==> src/rtl/core/ufr_pkg.sv <==
package ufr_pkg;

    // Frame sync pattern
    localparam logic [7:0] SYNC_FIRST  = 8'hB5;
    localparam logic [7:0] SYNC_SECOND = 8'h62;

    // Replacement for zero payload bytes on readout
    localparam logic [7:0] SPACE_CHAR = 8'h20;

    // Register reset values
    localparam logic [7:0] MATCH_CLASS_RESET = 8'h0A;
    localparam logic [7:0] MATCH_ID_RESET    = 8'h04;

    // Register indexes on the configuration port
    localparam int unsigned CFG_IDX_W = 1;
    localparam logic [CFG_IDX_W-1:0] REG_MATCH_CLASS = 1'b0;
    localparam logic [CFG_IDX_W-1:0] REG_MATCH_ID    = 1'b1;

    // Default sizing
    localparam int unsigned PAYLOAD_DEPTH_DEF = 128;
    localparam int unsigned MODEL_BYTES_DEF   = 63;

endpackage

==> src/rtl/core/ubx_frame_receiver_top.sv <==
// Channel   Direction  Handshake                      Payload
// -------   ---------  -----------------------------  ---------------------------
// rx        in         i_rx_valid / o_rx_ready        i_rx_byte
// out       out        o_out_valid / i_out_ready      o_model_byte, o_last
// cfg       in         i_cfg_we (write only)          i_cfg_index, i_cfg_data
//
// For each received byte the parser updates its checksum, length and index
// registers and writes payload bytes into the payload RAM. After a good frame
// the payload RAM is read back: each result byte is read from the synchronous
// RAM, then loaded into the output register; rx is held off during readout.
// Reset (i_rst_n low, synchronous) returns the parser to hunting, clears the
// output register valid and restores the match registers; the RAM is not
// cleared, since only bytes written by the current frame are ever read.
// A stalled output holds the readout; the last result byte may still wait in
// the output register while hunting for the next frame has already resumed.
module ubx_frame_receiver_top #(
    parameter int unsigned PAYLOAD_DEPTH = ufr_pkg::PAYLOAD_DEPTH_DEF,
    parameter int unsigned MODEL_BYTES   = ufr_pkg::MODEL_BYTES_DEF
) (
    input  logic                          i_clk,
    input  logic                          i_rst_n,

    input  logic                          i_rx_valid,
    output logic                          o_rx_ready,
    input  logic [7:0]                    i_rx_byte,

    output logic                          o_out_valid,
    input  logic                          i_out_ready,
    output logic [7:0]                    o_model_byte,
    output logic                          o_last,

    input  logic                          i_cfg_we,
    input  logic [ufr_pkg::CFG_IDX_W-1:0] i_cfg_index,
    input  logic [7:0]                    i_cfg_data
);

    // RAM address, payload byte counter and readout counter widths
    localparam int unsigned AW = (PAYLOAD_DEPTH > 1) ? $clog2(PAYLOAD_DEPTH) : 1;
    localparam int unsigned IW = $clog2(PAYLOAD_DEPTH + 1);
    localparam int unsigned CW = $clog2(MODEL_BYTES + 1);

    typedef enum logic [3:0] {
        PH_HUNT,
        PH_SYNC2,
        PH_CLASS,
        PH_ID,
        PH_LEN_LO,
        PH_LEN_HI,
        PH_PAYLOAD,
        PH_CK_A,
        PH_CK_B,
        PH_EMIT_RD,
        PH_EMIT_LD
    } t_phase;

    // Payload RAM: one write port (parser), one read port (readout)
    logic [7:0] r_payload_mem [PAYLOAD_DEPTH];
    logic [7:0] r_rd_data;
    logic       mem_we;
    logic       mem_re;
    logic [AW-1:0] mem_wr_addr;
    logic [AW-1:0] mem_rd_addr;

    t_phase     r_phase,       n_phase;
    logic [7:0] r_match_class, n_match_class;
    logic [7:0] r_match_id,    n_match_id;
    logic [7:0] r_sum_a,       n_sum_a;
    logic [7:0] r_sum_b,       n_sum_b;
    logic [15:0] r_frame_len,  n_frame_len;
    logic [IW-1:0] r_byte_idx, n_byte_idx;
    logic [CW-1:0] r_emit_idx, n_emit_idx;
    logic [CW-1:0] r_emit_cnt, n_emit_cnt;
    logic       r_out_valid,   n_out_valid;
    logic [7:0] r_model_byte,  n_model_byte;
    logic       r_last,        n_last;

    logic       rx_xfer;
    logic       out_free;
    logic       emit_last;
    logic [7:0] sum_a_add;
    logic [7:0] sum_b_add;
    logic [15:0] len_full;

    assign o_rx_ready   = (r_phase != PH_EMIT_RD) && (r_phase != PH_EMIT_LD);
    assign rx_xfer      = i_rx_valid && o_rx_ready;
    assign out_free     = !r_out_valid || i_out_ready;
    assign emit_last    = (CW'(r_emit_idx + CW'(1)) == r_emit_cnt);

    // Running checksum with the current byte folded in
    assign sum_a_add = r_sum_a + i_rx_byte;
    assign sum_b_add = r_sum_b + sum_a_add;
    assign len_full  = {i_rx_byte, r_frame_len[7:0]};

    assign mem_wr_addr = AW'(r_byte_idx);
    assign mem_rd_addr = AW'(r_emit_idx);
    assign mem_we      = rx_xfer && (r_phase == PH_PAYLOAD);
    assign mem_re      = (r_phase == PH_EMIT_RD);

    always_ff @(posedge i_clk) begin
        if (mem_we) begin
            r_payload_mem[mem_wr_addr] <= i_rx_byte;
        end
        if (mem_re) begin
            r_rd_data <= r_payload_mem[mem_rd_addr];
        end
    end

    always_comb begin
        n_phase       = r_phase;
        n_match_class = r_match_class;
        n_match_id    = r_match_id;
        n_sum_a       = r_sum_a;
        n_sum_b       = r_sum_b;
        n_frame_len   = r_frame_len;
        n_byte_idx    = r_byte_idx;
        n_emit_idx    = r_emit_idx;
        n_emit_cnt    = r_emit_cnt;
        n_out_valid   = r_out_valid && !i_out_ready;
        n_model_byte  = r_model_byte;
        n_last        = r_last;

        if (i_cfg_we) begin
            unique case (i_cfg_index)
                ufr_pkg::REG_MATCH_CLASS: n_match_class = i_cfg_data;
                ufr_pkg::REG_MATCH_ID:    n_match_id    = i_cfg_data;
                default: ;
            endcase
        end

        unique case (r_phase)
            PH_SYNC2: begin
                if (rx_xfer) begin
                    n_phase = (i_rx_byte == ufr_pkg::SYNC_SECOND) ? PH_CLASS : PH_HUNT;
                end
            end
            PH_CLASS: begin
                if (rx_xfer) begin
                    // Restart the checksum on the class byte
                    n_sum_a = i_rx_byte;
                    n_sum_b = i_rx_byte;
                    n_phase = (i_rx_byte == r_match_class) ? PH_ID : PH_HUNT;
                end
            end
            PH_ID: begin
                if (rx_xfer) begin
                    n_sum_a = sum_a_add;
                    n_sum_b = sum_b_add;
                    n_phase = (i_rx_byte == r_match_id) ? PH_LEN_LO : PH_HUNT;
                end
            end
            PH_LEN_LO: begin
                if (rx_xfer) begin
                    n_sum_a     = sum_a_add;
                    n_sum_b     = sum_b_add;
                    n_frame_len = {8'h00, i_rx_byte};
                    n_byte_idx  = '0;
                    n_phase     = PH_LEN_HI;
                end
            end
            PH_LEN_HI: begin
                if (rx_xfer) begin
                    n_sum_a     = sum_a_add;
                    n_sum_b     = sum_b_add;
                    n_frame_len = len_full;
                    n_byte_idx  = '0;
                    // Drop empty frames and frames that overflow the RAM
                    if ((len_full == 16'd0) || (len_full > 16'(PAYLOAD_DEPTH))) begin
                        n_phase = PH_HUNT;
                    end else begin
                        n_phase = PH_PAYLOAD;
                    end
                end
            end
            PH_PAYLOAD: begin
                if (rx_xfer) begin
                    n_sum_a    = sum_a_add;
                    n_sum_b    = sum_b_add;
                    n_byte_idx = IW'(r_byte_idx + IW'(1));
                    if ((16'(r_byte_idx) + 16'd1) == r_frame_len) begin
                        n_phase = PH_CK_A;
                    end
                end
            end
            PH_CK_A: begin
                if (rx_xfer) begin
                    n_phase = (i_rx_byte == r_sum_a) ? PH_CK_B : PH_HUNT;
                end
            end
            PH_CK_B: begin
                if (rx_xfer) begin
                    if (i_rx_byte == r_sum_b) begin
                        n_emit_idx = '0;
                        n_emit_cnt = (r_frame_len > 16'(MODEL_BYTES)) ?
                                     CW'(MODEL_BYTES) : r_frame_len[CW-1:0];
                        n_phase    = PH_EMIT_RD;
                    end else begin
                        n_phase = PH_HUNT;
                    end
                end
            end
            PH_EMIT_RD: begin
                n_phase = PH_EMIT_LD;
            end
            PH_EMIT_LD: begin
                // Hold the RAM data until the output register frees up
                if (out_free) begin
                    n_out_valid  = 1'b1;
                    n_model_byte = (r_rd_data == 8'h00) ? ufr_pkg::SPACE_CHAR : r_rd_data;
                    n_last       = emit_last;
                    if (emit_last) begin
                        n_phase = PH_HUNT;
                    end else begin
                        n_emit_idx = CW'(r_emit_idx + CW'(1));
                        n_phase    = PH_EMIT_RD;
                    end
                end
            end
            default: begin
                if (rx_xfer) begin
                    n_phase = (i_rx_byte == ufr_pkg::SYNC_FIRST) ? PH_SYNC2 : PH_HUNT;
                end
            end
        endcase
    end

    always_ff @(posedge i_clk) begin
        if (!i_rst_n) begin
            r_phase       <= PH_HUNT;
            r_match_class <= ufr_pkg::MATCH_CLASS_RESET;
            r_match_id    <= ufr_pkg::MATCH_ID_RESET;
            r_out_valid   <= 1'b0;
        end else begin
            r_phase       <= n_phase;
            r_match_class <= n_match_class;
            r_match_id    <= n_match_id;
            r_out_valid   <= n_out_valid;
        end
        r_sum_a      <= n_sum_a;
        r_sum_b      <= n_sum_b;
        r_frame_len  <= n_frame_len;
        r_byte_idx   <= n_byte_idx;
        r_emit_idx   <= n_emit_idx;
        r_emit_cnt   <= n_emit_cnt;
        r_model_byte <= n_model_byte;
        r_last       <= n_last;
    end

    assign o_out_valid  = r_out_valid;
    assign o_model_byte = r_model_byte;
    assign o_last       = r_last;

    // A RAM read is always followed by its load cycle
    a_read_then_load: assert property (@(posedge i_clk) disable iff (!i_rst_n)
        (r_phase == PH_EMIT_RD) |=> (r_phase == PH_EMIT_LD))
        else $error("readout skipped the load cycle");

    // Readout index stays inside the result count
    a_emit_in_range: assert property (@(posedge i_clk) disable iff (!i_rst_n)
        ((r_phase == PH_EMIT_RD) || (r_phase == PH_EMIT_LD)) |->
        (r_emit_idx < r_emit_cnt))
        else $error("readout index past result count");

    // Payload writes stay below the frame length
    a_payload_in_range: assert property (@(posedge i_clk) disable iff (!i_rst_n)
        (r_phase == PH_PAYLOAD) |-> (16'(r_byte_idx) < r_frame_len))
        else $error("payload index past frame length");

    // Loading the last byte ends the readout
    a_last_ends: assert property (@(posedge i_clk) disable iff (!i_rst_n)
        ((r_phase == PH_EMIT_LD) && out_free && emit_last) |=>
        ((r_phase == PH_HUNT) && r_out_valid && r_last))
        else $error("readout did not end after last byte");

    // No payload write while the readout runs
    a_rx_blocked: assert property (@(posedge i_clk) disable iff (!i_rst_n)
        ((r_phase == PH_EMIT_RD) || (r_phase == PH_EMIT_LD)) |-> !mem_we)
        else $error("payload write during readout");

endmodule

==> config.mk <==
export PLATFORM = sky130hd
export DESIGN_NAME = ubx_frame_receiver_top
export DESIGN_NICKNAME = d
export VERILOG_FILES = /design/src/rtl/core/ufr_pkg.sv /design/src/rtl/core/ubx_frame_receiver_top.sv
export SDC_FILE = /design/constraint.sdc
export NUM_CORES = 1
export LEC_CHECK = 0
export BUFFER_PORTS_ARGS = -buffer_cell sky130_fd_sc_hd__buf_2
export CAP_MARGIN = 20
export CORE_UTILIZATION = 33
export CTS_BUF_LIST = sky130_fd_sc_hd__clkbuf_2
export DETAILED_ROUTE_END_ITERATION = 10
export PLACE_DENSITY = 0.52
export SLEW_MARGIN = 30
export SYNTH_ARGS = -nofsm -noshare
export SYNTH_HDL_FRONTEND = slang
export SYNTH_SLANG_ARGS = --single-unit
export TNS_END_PERCENT = 50
==> constraint.sdc <==
create_clock -name i_clk -period 10 [get_ports i_clk]
set_input_delay 3 -clock i_clk [delete_from_list [all_inputs] [get_ports i_clk]]
set_output_delay 3 -clock i_clk [all_outputs]
set_load 0.005 [all_outputs]
==> Flow_metrics.wiki <==
{| class="wikitable"
! Metric !! Value
|-
| Clock transition time at the flip-flop clock pins of the worst setup and hold paths || 0.08 ns
|-
| Total global-route track usage || 15.4%
|-
| Number of hold-slack violations in the final timing report || 0
|-
| Overall overflow remaining after global route || 0
|-
| Post-synth top area cell || edfxtp_1
|-
| Quantity of gates resized following cts || 0
|-
| CTS H-Tree Depth || 4
|-
| Worst slew margin relative to its limit || 29.5%
|-
| Share of flip-flops with an asynchronous set or reset || 0%
|-
| Synthesized area divided by synthesized cell count || 18.9 µm²
|-
| Die boundary height || 276 µm
|-
| Period minus WS final || 6.05 ns
|-
| Crit start category || flop
|-
| Initial DRC Count || 1068
|-
| Kind of capture point of the worst setup path || output port
|-
| Detailed-route vias per instance || 5.02
|-
| Pins over their slew limit || 0
|-
| Type of the setup path with the least slack || reg2out
|-
| Effective utilization at floorplan || 33.6%
|-
| Synthesized netlist cell count || 1304
|-
| RSZ-0062 raised after global routing || no
|-
| Relative area change from synthesis to final layout || 10.6%
|-
| Data arrival time at the worst-slack endpoint || 3.05 ns
|-
| Site Rows || 99
|-
| Clock tree from TritonCTS || built
|-
| Largest Register || r_payload_mem
|-
| Clock Tree Root || clkbuf_2
|-
| Nets || 1483
|-
| Vias after detailed routing || 12590
|-
| Wire length of the first global-routing pass || 84600 µm
|-
| PortBufs || 32
|-
| Count of yosys warnings during synthesis || 0
|-
| Number of hold-repair buffers added at the cts stage || 0
|-
| Die area || 75900 µm²
|-
| Most frequent cells after synthesis || edfxtp_1, mux4_2, nor2_1, nand2_1, clkbuf_1
|-
| Most repeated cell in the gate-level netlist after synthesis || edfxtp_1
|-
| Number of antenna violations at the first check in global routing || 3
|-
| Total Neg Setup Slack || 0 ns
|-
| DRT antenna net count || 0
|-
| Number of buffers between clock root and the deepest sink || 3
|-
| HPWL after detailed placement || 33700 µm
|-
| Maximum frequency from static timing analysis || 0.165 GHz
|-
| Top cell type's share of synthesized area || 70.6%
|-
| P per Cell Area || 174 nW/µm²
|-
| Outcome || finished, final reports clean
|-
| Number of enable-type register cells in the synthesized netlist || 581
|-
| Placer Congestion || 0.772
|-
| Share of the clock period used by the worst path || 60.5%
|-
| Residual DRC || 0
|-
| Fraction of the yosys area taken by sequential cells || 72.3%
|-
| Registers with the most flip-flops || r_payload_mem: 512 flops, r_frame_len: 16 flops
|-
| Flip-flop and latch count after synthesis || 602
|-
| Iteration count of the initial detailed-routing pass || 5
|-
| Critical path peak fanout || 16
|-
| Transition time at the pin with the least slew margin || 1.05 ns
|-
| Max-cap viol count || 0
|-
| Clock latency on the worst-skew pair || 1.31 ns
|-
| Number of flip-flops in the largest register || 512
|-
| Synth Flop Type || edfxtp_1
|-
| Largest cells by area after synthesis || edfxtp_1, mux4_2, dfxtp_1
|-
| Aggregate routed wire length || 56400 µm
|-
| Top-Level Pins || 33
|-
| Clock Skews || 0.127 ns
|-
| Average wire per cell in the routed design || 22.5 µm
|-
| Post-route total power || 4.76 mW
|-
| Peak supply drop || 0.0806 mV
|-
| Number of sinks driven by the clock tree || 602
|-
| Cell area after technology mapping || 24700 µm²
|-
| Core Footprint || 73500 µm²
|-
| Horizontal die dimension || 276 µm
|-
| Pin count of the biggest net entering global routing || 131
|-
| Inserted Clock Buffers || 159
|-
| P_leak || 8.76 nW
|-
| Path class of the lowest-slack min-delay path || reg2reg
|-
| Number of distinct library cell variants in the gate-level netlist after synthesis || 50
|-
| Setup Buffers After CTS || 0
|-
| Setup-failing EPs final || 0
|-
| Via count of the first global-routing pass || 13241
|-
| Mapped Nets || 1345
|-
| Required time worst endpoint || 7.00 ns
|-
| Proportion of layout cells with a drive suffix above 1 || 31.6%
|}
==> stage by stage <==
stage	hold slack, ns	util [%]	instance area, µm²	instances	setup slack, ns
3_3_place_gp	0.438	35.2	25900	2238	3.84
5_1_grt	0.495	37.2	27300	2508	3.72
4_1_cts	0.473	37.2	27300	2505	3.82
6_report	0.470	37.2	27300	2508	3.95
2_1_floorplan	0.449	-	24700	1304	4.51
3_5_place_dp	0.440	35.3	25900	2240	3.77
==> worst paths after layout <==
kind                 start              end  slack [ns]  cells past startpoint
min           r_rd_data[4]  o_model_byte[4]        0.47                      0
max reg2reg  r_emit_idx[0]     r_rd_data[0]        6.19                      6
min reg2reg   r_rd_data[4]  o_model_byte[4]        0.47                      0
max             r_phase[1]       o_rx_ready        3.95                      3
==> critical path: stages (launching register included) <==
cell and delay, ns:
dfxtp_1 0.67, nor2b_1 0.57, o21ai_0 0.33, buf_2 0.22
==> cell families (layout without fill, tap and decap cells) <==
| group | after synthesis | in the layout | share of synthesized area [%] |
|---|---|---|---|
| xor gates and xnor gates | 60 | 60 | 2.19 |
| buffers and inverters | 81 | 323 | 1.57 |
| adders and majority gates | 19 | 19 | 1.02 |
| muxes | 169 | 169 | 15.4 |
| DFF | 602 | 602 | 72.3 |
| AOI/OAI and AO/OA | 74 | 74 | 1.94 |
| other | 0 | 3 | 0 |
| and+or+nand+nor | 299 | 299 | 5.59 |
==> final cells by class <==
type,instances,area (µm²)
antenna,3,7.51
clock buffer,221,1110
clock inverter,44,254
fill,6796,46100
inverter,9,33.8
multi-input combinational,621,6520
sequential,602,17900
tap,959,1200
timing repair buffer,49,340
==> where the power goes <==
group | internal, mW | switching, mW
combinational | 0.119 | 0.186
clock | 0.648 | 0.998
sequential | 2.78 | 0.0243
total | 3.55 | 1.21
==> cells in the final DEF (no fill, tap or decap), drive strengths merged, types with 5 or more instances in the layout <==
cell type  netlist  routed
edfxtp         581     581
clkbuf          49     221
mux4           168     168
nor2           109     109
nand2           67      67
buf             23      49
xnor2           42      42
clkinv           1      35
nand3           31      31
a21oi           25      25
dfxtp           21      21
nor2b           20      20
nor3            18      18
xor2            17      17
ha              17      17
and3            15      15
inv              8      13
o21ai           12      12
nor4            10      10
or2              7       7
a211oi           7       7
nand2b           6       6
nand4            6       6
o21bai           5       5
==> routing by layer <==
layer  global-route usage, %  vias up  part of all wire [%]
li1                        -     5615                     -
met1                    20.5     6547                    44
met2                    24.5      356                    49
met3                    3.87       72                   5.4
met4                    5.68        0                   1.7
met5                       0        -                     0
(Power assumes the default switching activity.)
